==> src/hdl/i2crm_pkg.sv <==
// shared types and constants for the i2c register master
package i2crm_pkg;

  localparam int unsigned OpcodeW   = 2;
  localparam int unsigned ByteW     = 8;
  localparam int unsigned PhaseW    = 16;
  localparam int unsigned CfgIndexW = 2;
  localparam int unsigned CfgDataW  = 16;
  localparam int unsigned InDataW   = 32;
  localparam int unsigned OutDataW  = 16;

  // command codes carried in the opcode field
  localparam logic [OpcodeW-1:0] OP_TICK  = 2'd0;
  localparam logic [OpcodeW-1:0] OP_WRITE = 2'd1;
  localparam logic [OpcodeW-1:0] OP_READ  = 2'd2;

  // configuration register indexes
  localparam logic [CfgIndexW-1:0] CFG_DEV_ADDR    = 2'd0;
  localparam logic [CfgIndexW-1:0] CFG_ACK_TIMEOUT = 2'd1;
  localparam logic [CfgIndexW-1:0] CFG_PHASE_TICKS = 2'd2;

  localparam logic [ByteW-1:0]  DEV_ADDR_RESET    = 8'd76;
  localparam logic [ByteW-1:0]  ACK_TIMEOUT_RESET = 8'd250;
  localparam logic [PhaseW-1:0] PHASE_TICKS_RESET = 16'd1;

  typedef struct packed {
    logic [ByteW-1:0]  dev_addr;
    logic [ByteW-1:0]  ack_timeout;
    logic [PhaseW-1:0] phase_ticks;
  } cfg_t;

  typedef struct packed {
    logic [OpcodeW-1:0] opcode;
    logic [ByteW-1:0]   reg_address;
    logic [ByteW-1:0]   write_byte;
    logic [ByteW-1:0]   read_count;
    logic               sda_sample;
  } cmd_t;

  typedef struct packed {
    logic             scl_level;
    logic             sda_release;
    logic             busy_res;
    logic [ByteW-1:0] read_byte;
    logic             read_valid;
    logic             read_last;
    logic             done_res;
    logic             nack_error;
  } res_t;

endpackage

==> src/hdl/i2crm_seq.sv <==
// bus sequencer: one tick per accepted beat, produces the line levels and status
module i2crm_seq import i2crm_pkg::*; (
  input  logic clk,
  input  logic rst,
  input  cfg_t cfg,
  input  logic accept,
  input  cmd_t cmd,
  output res_t res
);

  typedef enum logic [15:0] {
    ST_IDLE      = 16'h0001,
    ST_START_A   = 16'h0002,
    ST_START_B   = 16'h0004,
    ST_TX_LOW    = 16'h0008,
    ST_TX_HIGH   = 16'h0010,
    ST_ACK_LOW   = 16'h0020,
    ST_ACK_HIGH  = 16'h0040,
    ST_ACK_POLL  = 16'h0080,
    ST_RS_SETUP  = 16'h0100,
    ST_RX_LOW    = 16'h0200,
    ST_RX_HIGH   = 16'h0400,
    ST_MACK_LOW  = 16'h0800,
    ST_MACK_HIGH = 16'h1000,
    ST_STOP_A    = 16'h2000,
    ST_STOP_B    = 16'h4000,
    ST_STOP_C    = 16'h8000
  } phase_t;

  typedef struct packed {
    phase_t            phase;
    logic [2:0]        bit_cnt;
    logic [ByteW-1:0]  shreg;
    logic [PhaseW-1:0] timer;
    logic [ByteW-1:0]  ack_cnt;
    logic [ByteW-1:0]  bytes_left;
    logic              lc_read;
    logic [ByteW-1:0]  lc_reg;
    logic [ByteW-1:0]  lc_data;
    logic              err;
    logic [1:0]        byte_stage;
  } seq_state_t;

  // idle with every counter and latch cleared
  localparam seq_state_t SEQ_RESET = '{
    phase: ST_IDLE, bit_cnt: '0, shreg: '0, timer: '0, ack_cnt: '0, bytes_left: '0,
    lc_read: 1'b0, lc_reg: '0, lc_data: '0, err: 1'b0, byte_stage: '0
  };

  seq_state_t        cur;
  seq_state_t        cur_next;
  logic [PhaseW-1:0] phase_len;
  logic [PhaseW:0]   tmr_inc;
  logic              phase_end;
  logic [ByteW-1:0]  bytes_dec;
  logic              last_byte;

  always_comb begin
    phase_len = (cfg.phase_ticks == '0) ? PhaseW'(1) : cfg.phase_ticks;
    tmr_inc   = {1'b0, cur.timer} + (PhaseW+1)'(1);
    phase_end = tmr_inc >= {1'b0, phase_len};
    bytes_dec = cur.bytes_left - ByteW'(1);
    last_byte = cur.bytes_left == ByteW'(1);
  end

  always_comb begin
    cur_next = cur;
    res = '0;
    res.scl_level   = 1'b1;
    res.sda_release = 1'b1;
    res.busy_res    = cur.phase != ST_IDLE;

    // line levels for this tick
    case (cur.phase)
      ST_START_B: res.sda_release = 1'b0;
      ST_TX_LOW: begin
        res.scl_level   = 1'b0;
        res.sda_release = cur.shreg[ByteW-1];
      end
      ST_TX_HIGH: res.sda_release = cur.shreg[ByteW-1];
      ST_ACK_LOW, ST_RS_SETUP, ST_RX_LOW: res.scl_level = 1'b0;
      ST_MACK_LOW: begin
        res.scl_level   = 1'b0;
        res.sda_release = last_byte;
      end
      ST_MACK_HIGH: res.sda_release = last_byte;
      ST_STOP_A: begin
        res.scl_level   = 1'b0;
        res.sda_release = 1'b0;
      end
      ST_STOP_B: res.sda_release = 1'b0;
      default: ;
    endcase

    // timed phases count here; a phase change leaves the timer at zero
    if (cur.phase != ST_IDLE && cur.phase != ST_ACK_POLL) begin
      cur_next.timer = phase_end ? '0 : tmr_inc[PhaseW-1:0];
    end

    case (cur.phase)
      ST_IDLE: begin
        if (cmd.opcode == OP_WRITE || cmd.opcode == OP_READ) begin
          cur_next.lc_read    = cmd.opcode == OP_READ;
          cur_next.lc_reg     = cmd.reg_address;
          cur_next.lc_data    = cmd.write_byte;
          cur_next.bytes_left = cmd.read_count;
          cur_next.err        = 1'b0;
          cur_next.byte_stage = 2'd0;
          cur_next.bit_cnt    = '0;
          cur_next.ack_cnt    = '0;
          cur_next.shreg      = cfg.dev_addr;
          cur_next.timer      = '0;
          cur_next.phase      = ST_START_A;
        end
      end
      ST_START_A: if (phase_end) cur_next.phase = ST_START_B;
      ST_START_B: begin
        if (phase_end) begin
          cur_next.bit_cnt = '0;
          cur_next.phase   = ST_TX_LOW;
        end
      end
      ST_TX_LOW: if (phase_end) cur_next.phase = ST_TX_HIGH;
      ST_TX_HIGH: begin
        if (phase_end) begin
          cur_next.shreg = {cur.shreg[ByteW-2:0], 1'b0};
          if (cur.bit_cnt == 3'd7) begin
            cur_next.bit_cnt = '0;
            cur_next.ack_cnt = '0;
            cur_next.phase   = ST_ACK_LOW;
          end else begin
            cur_next.bit_cnt = cur.bit_cnt + 3'd1;
            cur_next.phase   = ST_TX_LOW;
          end
        end
      end
      ST_ACK_LOW:  if (phase_end) cur_next.phase = ST_ACK_HIGH;
      ST_ACK_HIGH: if (phase_end) cur_next.phase = ST_ACK_POLL;
      ST_ACK_POLL: begin
        cur_next.timer = '0;
        if (!cmd.sda_sample) begin
          cur_next.bit_cnt = '0;
          if (cur.byte_stage == 2'd0) begin
            cur_next.byte_stage = 2'd1;
            cur_next.shreg      = cur.lc_reg;
            cur_next.phase      = ST_TX_LOW;
          end else if (cur.byte_stage == 2'd1) begin
            cur_next.byte_stage = 2'd2;
            if (cur.lc_read) begin
              cur_next.shreg = cfg.dev_addr | ByteW'(1);
              cur_next.phase = ST_RS_SETUP;
            end else begin
              cur_next.shreg = cur.lc_data;
              cur_next.phase = ST_TX_LOW;
            end
          end else if (cur.lc_read && cur.bytes_left != '0) begin
            cur_next.shreg = '0;
            cur_next.phase = ST_RX_LOW;
          end else begin
            cur_next.phase = ST_STOP_A;
          end
        end else if (cur.ack_cnt >= cfg.ack_timeout) begin
          cur_next.err   = 1'b1;
          cur_next.phase = ST_STOP_A;
        end else begin
          cur_next.ack_cnt = cur.ack_cnt + ByteW'(1);
        end
      end
      ST_RS_SETUP: if (phase_end) cur_next.phase = ST_START_A;
      ST_RX_LOW:   if (phase_end) cur_next.phase = ST_RX_HIGH;
      ST_RX_HIGH: begin
        if (phase_end) begin
          cur_next.shreg = {cur.shreg[ByteW-2:0], cmd.sda_sample};
          if (cur.bit_cnt == 3'd7) begin
            res.read_byte    = cur_next.shreg;
            res.read_valid   = 1'b1;
            res.read_last    = last_byte;
            cur_next.bit_cnt = '0;
            cur_next.phase   = ST_MACK_LOW;
          end else begin
            cur_next.bit_cnt = cur.bit_cnt + 3'd1;
            cur_next.phase   = ST_RX_LOW;
          end
        end
      end
      ST_MACK_LOW: if (phase_end) cur_next.phase = ST_MACK_HIGH;
      ST_MACK_HIGH: begin
        if (phase_end) begin
          cur_next.bytes_left = bytes_dec;
          cur_next.shreg      = '0;
          cur_next.phase      = (bytes_dec == '0) ? ST_STOP_A : ST_RX_LOW;
        end
      end
      ST_STOP_A: if (phase_end) cur_next.phase = ST_STOP_B;
      ST_STOP_B: if (phase_end) cur_next.phase = ST_STOP_C;
      ST_STOP_C: begin
        if (phase_end) begin
          res.done_res   = 1'b1;
          res.nack_error = cur.err;
          cur_next.phase = ST_IDLE;
        end
      end
      default: begin
        cur_next.timer = '0;
        cur_next.phase = ST_IDLE;
      end
    endcase
  end

  always_ff @(posedge clk) begin
    if (rst) begin
      cur <= SEQ_RESET;
    end else if (accept) begin
      cur <= cur_next;
    end
  end

`ifndef NO_ASSERTIONS
  a_done_to_idle: assert property (@(posedge clk) disable iff (rst)
    (accept && res.done_res) |=> cur.phase == ST_IDLE)
    else $error("stop finished but sequencer not idle");
  a_byte_to_mack: assert property (@(posedge clk) disable iff (rst)
    (accept && res.read_valid) |=> cur.phase == ST_MACK_LOW)
    else $error("received byte not followed by master ack");
  a_nack_with_done: assert property (@(posedge clk) disable iff (rst)
    res.nack_error |-> res.done_res)
    else $error("nack error flagged without done");
`endif

endmodule

==> src/hdl/i2crm_obuf.sv <==
// two-entry result buffer: output register plus skid stage
module i2crm_obuf import i2crm_pkg::*; (
  input  logic clk,
  input  logic rst,
  input  logic push,
  input  res_t push_data,
  output logic ready,
  output logic out_valid,
  input  logic out_ready,
  output res_t out_data
);

  logic main_valid;
  logic skid_valid;
  res_t main_data;
  res_t skid_data;
  logic pop;

  assign pop       = main_valid && out_ready;
  assign ready     = !skid_valid;
  assign out_valid = main_valid;
  assign out_data  = main_data;

  always_ff @(posedge clk) begin
    if (rst) begin
      main_valid <= 1'b0;
      skid_valid <= 1'b0;
    end else if (skid_valid) begin
      if (pop) begin
        skid_valid <= 1'b0;
      end
    end else if (!main_valid) begin
      main_valid <= push;
    end else if (!pop && push) begin
      skid_valid <= 1'b1;
    end else if (pop && !push) begin
      main_valid <= 1'b0;
    end
  end

  always_ff @(posedge clk) begin
    if (skid_valid) begin
      if (pop) begin
        main_data <= skid_data;
      end
    end else if (push) begin
      if (!main_valid || pop) begin
        main_data <= push_data;
      end else begin
        skid_data <= push_data;
      end
    end
  end

`ifndef NO_ASSERTIONS
  a_skid_needs_main: assert property (@(posedge clk) disable iff (rst)
    skid_valid |-> main_valid)
    else $error("skid entry held while output register empty");
  a_skid_holds: assert property (@(posedge clk) disable iff (rst)
    (skid_valid && !pop) |=> skid_valid && $stable(skid_data))
    else $error("skid entry lost while stalled");
  a_push_lands: assert property (@(posedge clk) disable iff (rst)
    (push && !main_valid) |=> main_valid)
    else $error("beat pushed into empty buffer was dropped");
`endif

endmodule

==> src/hdl/i2c_register_master.sv <==
// top level of the i2c register master: config registers, sequencer, result buffer
//
// each input beat on s_axis is one bus tick: the sampled sda level and, while
// idle, an optional command (write or read of a slave register). every
// accepted beat yields exactly one result beat on m_axis with the scl and sda
// levels to drive for that tick, busy, received bytes and the done / nack
// status. m_axis_tlast marks the final, nacked byte of a read.
// a result is registered in the result buffer when its input beat is accepted
// and shows on m_axis from there. throughput: one beat per cycle while
// s_axis_tready is high; the sequencer state updates once per accepted beat.
// a two-entry result buffer lets the block keep taking beats while one result
// waits; s_axis_tready drops only when both entries are full, so a stalled
// receiver stalls the bus clock with it and nothing is lost.
// the user must write config (device address, ack timeout, ticks per phase)
// via cfg_we / cfg_index / cfg_data only while idle; the block does not check.
// reset (rst, synchronous) returns the sequencer to idle, empties the buffer
// and loads the config defaults: address 76, timeout 250, one tick per phase.
module i2c_register_master import i2crm_pkg::*; (
  input  logic                 clk,
  input  logic                 rst,
  input  logic                 s_axis_tvalid,
  output logic                 s_axis_tready,
  // opcode[1:0], reg_address[9:2], write_byte[17:10], read_count[25:18],
  // sda_sample[26], zero pad above
  input  logic [InDataW-1:0]   s_axis_tdata,
  output logic                 m_axis_tvalid,
  input  logic                 m_axis_tready,
  // scl_level[0], sda_release[1], busy_res[2], read_byte[10:3],
  // read_valid[11], done_res[12], nack_error[13], zero pad above
  output logic [OutDataW-1:0]  m_axis_tdata,
  output logic                 m_axis_tlast,
  input  logic                 cfg_we,
  input  logic [CfgIndexW-1:0] cfg_index,
  input  logic [CfgDataW-1:0]  cfg_data
);

  cfg_t cfg;
  cmd_t cmd;
  res_t res;
  res_t out_res;
  logic accept;

  // config registers, writes beyond the list are dropped
  always_ff @(posedge clk) begin
    if (rst) begin
      cfg.dev_addr    <= DEV_ADDR_RESET;
      cfg.ack_timeout <= ACK_TIMEOUT_RESET;
      cfg.phase_ticks <= PHASE_TICKS_RESET;
    end else if (cfg_we) begin
      case (cfg_index)
        CFG_DEV_ADDR:    cfg.dev_addr    <= cfg_data[ByteW-1:0];
        CFG_ACK_TIMEOUT: cfg.ack_timeout <= cfg_data[ByteW-1:0];
        CFG_PHASE_TICKS: cfg.phase_ticks <= cfg_data[PhaseW-1:0];
        default: ;
      endcase
    end
  end

  // unpack the input beat
  assign cmd.opcode      = s_axis_tdata[1:0];
  assign cmd.reg_address = s_axis_tdata[9:2];
  assign cmd.write_byte  = s_axis_tdata[17:10];
  assign cmd.read_count  = s_axis_tdata[25:18];
  assign cmd.sda_sample  = s_axis_tdata[26];

  assign accept = s_axis_tvalid && s_axis_tready;

  i2crm_seq u_seq (
    .clk    (clk),
    .rst    (rst),
    .cfg    (cfg),
    .accept (accept),
    .cmd    (cmd),
    .res    (res)
  );

  i2crm_obuf u_obuf (
    .clk       (clk),
    .rst       (rst),
    .push      (accept),
    .push_data (res),
    .ready     (s_axis_tready),
    .out_valid (m_axis_tvalid),
    .out_ready (m_axis_tready),
    .out_data  (out_res)
  );

  // pack the result beat
  assign m_axis_tdata = {2'b00, out_res.nack_error, out_res.done_res, out_res.read_valid,
                         out_res.read_byte, out_res.busy_res, out_res.sda_release,
                         out_res.scl_level};
  assign m_axis_tlast = out_res.read_last;

endmodule
==> config.mk <==
export PLATFORM = sky130hd
export DESIGN_NAME = i2c_register_master
export DESIGN_NICKNAME = d
export VERILOG_FILES = /design/src/hdl/i2crm_pkg.sv /design/src/hdl/i2crm_seq.sv /design/src/hdl/i2crm_obuf.sv /design/src/hdl/i2c_register_master.sv
export SDC_FILE = /design/constraint.sdc
export NUM_CORES = 1
export LEC_CHECK = 0
export BUFFER_PORTS_ARGS = -buffer_cell sky130_fd_sc_hd__buf_2
export CAP_MARGIN = 5
export CORE_ASPECT_RATIO = 1.5
export CORE_MARGIN = 2
export CORE_UTILIZATION = 60
export DETAILED_ROUTE_END_ITERATION = 10
export GPL_TIMING_DRIVEN = 0
export PLACE_DENSITY = 0.81
export SYNTH_ARGS = -nofsm -noshare
export SYNTH_HDL_FRONTEND = slang
export SYNTH_SLANG_ARGS = --single-unit
==> constraint.sdc <==
create_clock -name clk -period 5.1 [get_ports clk]
set_input_delay 0.51 -clock clk [delete_from_list [all_inputs] [get_ports clk]]
set_output_delay 0.51 -clock clk [all_outputs]
set_load 0.03 [all_outputs]
==> metrics.cfg <==
[outcome]
status = finished clean

[clock_tree]
cts_tree = built
htree_levels = 4
clkLatencyLatePin_ns = 0.42
cts_made_buffers = 17
post-cts-setup-buffers = 0
clk_path_buf_depth = 2
clock_sinks = 143
clkTransAtPathRegs_ns = 0.06
cts_root_buf = clkbuf_16

[power]
p_per_area_nw_per_um2 = 380
p_seq_frac = 0.401
p_total_mw = 3.29
p_sw_mw = 0.989
clkPwrFrac = 0.396
switching_share = 0.300
intPower_mw = 2.30
vdd_drop_max_v = 0.000243
combPwrFrac = 0.203
leakage_nw = 3.42

[synth]
synth-xor-area-share = 0.0257
synthMuxAreaShare = 0.0513
synth_async_sr_flop_share = 0
synthDistinctLibCells = 77
synthesis.area_sq_um = 7510
synth_edf_count = 30
postSynthAreaPerCell_sq_um = 8.68
ys_warn_count = 0
synthFlopType = dfxtp_1
ys_seq_area_frac = 0.421
synth_top_family_by_area = simple AND/OR/NAND/NOR gates
synth_adder_area_share = 0.0533
yosys.area_share.simple = 0.251
ys_seq_elements = 143
synth-compound-area-share = 0.151
synthCells = 865

[setup_path]
crit_arrival_ns = 4.87
r2r-start = u_seq.cur[36]$_SDFFE_PP0P_
startpoint = u_seq.cur[36]$_SDFFE_PP0P_
end_kind = flip-flop
path_cells = ha_1 > nand3_1 > nor2_1 > nand4_1 > inv_1 > and3_1 > xor2_1 > ha_1 > a21o_1 > a21o_1 > a31o_2 > o21bai_1 > nor4_1 > clkbuf_2 > a21oi_1 > clkbuf_1 > mux2i_1 > nand2_1
critPathLaunchType = flip-flop
cp-endpoint = u_seq.cur[63]$_SDFFE_PP1P_
r2r_slack_ns = 0.51
path_delay_family = simple AND/OR/NAND/NOR gates
critical-path-max-stage-delay_ns = 0.51
crit_cells = 18
crit_required_ns = 5.38
reg2reg_to = u_seq.cur[63]$_SDFFE_PP1P_
crit_fanout = 10
r2r.worst_path.cells = 18
critPathBufInv = 3
slowest_stage = nor4_1
worst-setup-path-type = flip-flop to flip-flop

[global_routing]
use_met3 = 0.0567
grt_max_degree = 17
grt_use_met1 = 0.346
grt_pass1_vias = 6556
grt-busiest-layer = met2
grt.total_usage = 0.298
grt_first_pass_wirelength_um = 31100
grt_use_met2 = 0.496
antenna_found_initial = 0
grt_overflow_total = 0

[finish]
final_cells = 1118
final_common_cell = nand2_1
multi_input_area_sq_um = 4000
postLayoutCoreUtil = 0.703
drive_gt1_frac = 0.142
fill_cells = 954
diodes = 0
final_cell_area_sq_um = 8660
syn2layout_area_growth_pct = 15.4
ff_latch_area_sq_um = 3160
final_cell_mix = nand2_1, dfxtp_1, nor2_1, a21oi_1, buf_2
fin_nets = 1037

[routing]
wl_per_cell_um = 17.4
dr.pass1.iters = 5
remaining_drc_errors = 0
dr_total_vias = 6826
avgViaCountPerCell = 6.11
drt_iter0_drc = 427
drt-total-wl_um = 19400
ant_nets = 0

[floorplanning]
fp.dieArea_sq_um = 13400
die_y_um = 141
die_w_um = 95.3
start_util = 0.609
rows = 50
core_sq_um = 12300
boundaryPins = 74

[timing]
skew_ns = 0.00744
finalSetupViolations = 0
finalSetupTns_ns = 0
hold_viol_final = 0
fin_crit_ns = 4.59
worst_slack_ns = 0.510
rsz0062_at_grt = no
hold_slack_ns = 0.310
maxSlewHeadroom = 0.277
finalCritPeriodShare = 0.900
slew_violations = 0
clock.fmax_ghz = 0.218
worstMarginPinSlew_ns = 1.07

[placement]
dpl-instance-area_sq_um = 8030
gp_congestion = 0.942
io_buffers = 64
pre_cts_ws_ns = 0.427
numPlacedInstances = 1086
dp_hpwl_um = 13900

[worst_hold_path]
hp-class = input port to flip-flop

[run]
max_cap_viol_count = 0

-- flip-flops by register name (all words and copies together), names as in the netlist --
register,cells
cfg,32
u_obuf.out_data,15
u_obuf.out_valid,1
u_obuf.skid_data,15
u_obuf.skid_valid,1
u_seq.cur,79
-- kinds of logic after synthesis --
logic type	count (synthesis)
other	1
XOR/XNOR	22
AO/OA/AOI/OAI	177
multiplexers	37
buffers and inverters	84
flip-flops	143
AND/OR/NAND/NOR	369
adder cells (fa/ha/maj)	32
-- cell type report --
cell class              count  share of cell area
clock inverters             6              0.0107
flip-flops and latches    143               0.365
plain buffers              44              0.0224
clock buffers              25              0.0616
inverters                  40              0.0173
repair buffers             65              0.0379
multi-input cells         639               0.462
well taps                 156              0.0225
-- cells in the mapped netlist (14+ instances only) --
master    count  share of area
a211oi_1     16          0.016
a21oi_1      75          0.050
clkbuf_1     28          0.014
dfxtp_1     113           0.30
edfxtp_1     30           0.12
ha_1         32          0.053
inv_1        37          0.019
mux2i_1      25          0.033
nand2_1     135          0.068
nand3_1      20          0.013
nand4_1      18          0.015
nor2_1       82          0.041
nor3_1       16          0.011
nor4_1       14          0.012
o21ai_0      21          0.014
xnor2_1      17          0.020
-- power groups by stage --
stage / combinational [mW] / clock (mW) / sequential (mW)
CTS: 0.657 / 1.31 / 1.32
global route: 0.734 / 1.35 / 1.33
finish: 0.669 / 1.30 / 1.32
global placement: 0.636 / 0 / 1.34
floorplan: 0.461 / 0 / 1.34
detailed placement: 0.647 / 0 / 1.34
-- worst min-delay path by stage --
stage / from / end / slack (ns) / cells past startpoint
finish: m_axis_tready / u_obuf.skid_valid$_SDFF_PP0_ / 0.31 / 2
global route: m_axis_tready / u_obuf.skid_valid$_SDFF_PP0_ / 0.32 / 2
CTS: m_axis_tready / u_obuf.skid_valid$_SDFF_PP0_ / 0.30 / 2
detailed placement: u_seq.cur[13]$_SDFFE_PP0P_ / u_seq.cur[13]$_SDFFE_PP0P_ / 0.44 / 2
global placement: u_seq.cur[8]$_SDFFE_PP0P_ / u_seq.cur[8]$_SDFFE_PP0P_ / 0.44 / 2
floorplan: u_seq.cur[9]$_SDFFE_PP0P_ / u_seq.cur[9]$_SDFFE_PP0P_ / 0.43 / 2
-- what timing repair did --
| item | CTS | global route |
|---|---|---|
| gates resized for setup | 0 | 2 |
| endpoints found under the setup margin | 0 | 1 |
| hold buffers | 0 | 0 |
-- routing by layer --
metal  share of wire  vias to the layer above  wire length [um]
li1                -                     3269                 -
met1            0.39                     3163              7640
met2            0.49                      311              9580
met3           0.058                       83              1130
met4           0.055                        0              1060
met5               0                        -                 0
Power figures use the tool's default switching activity.
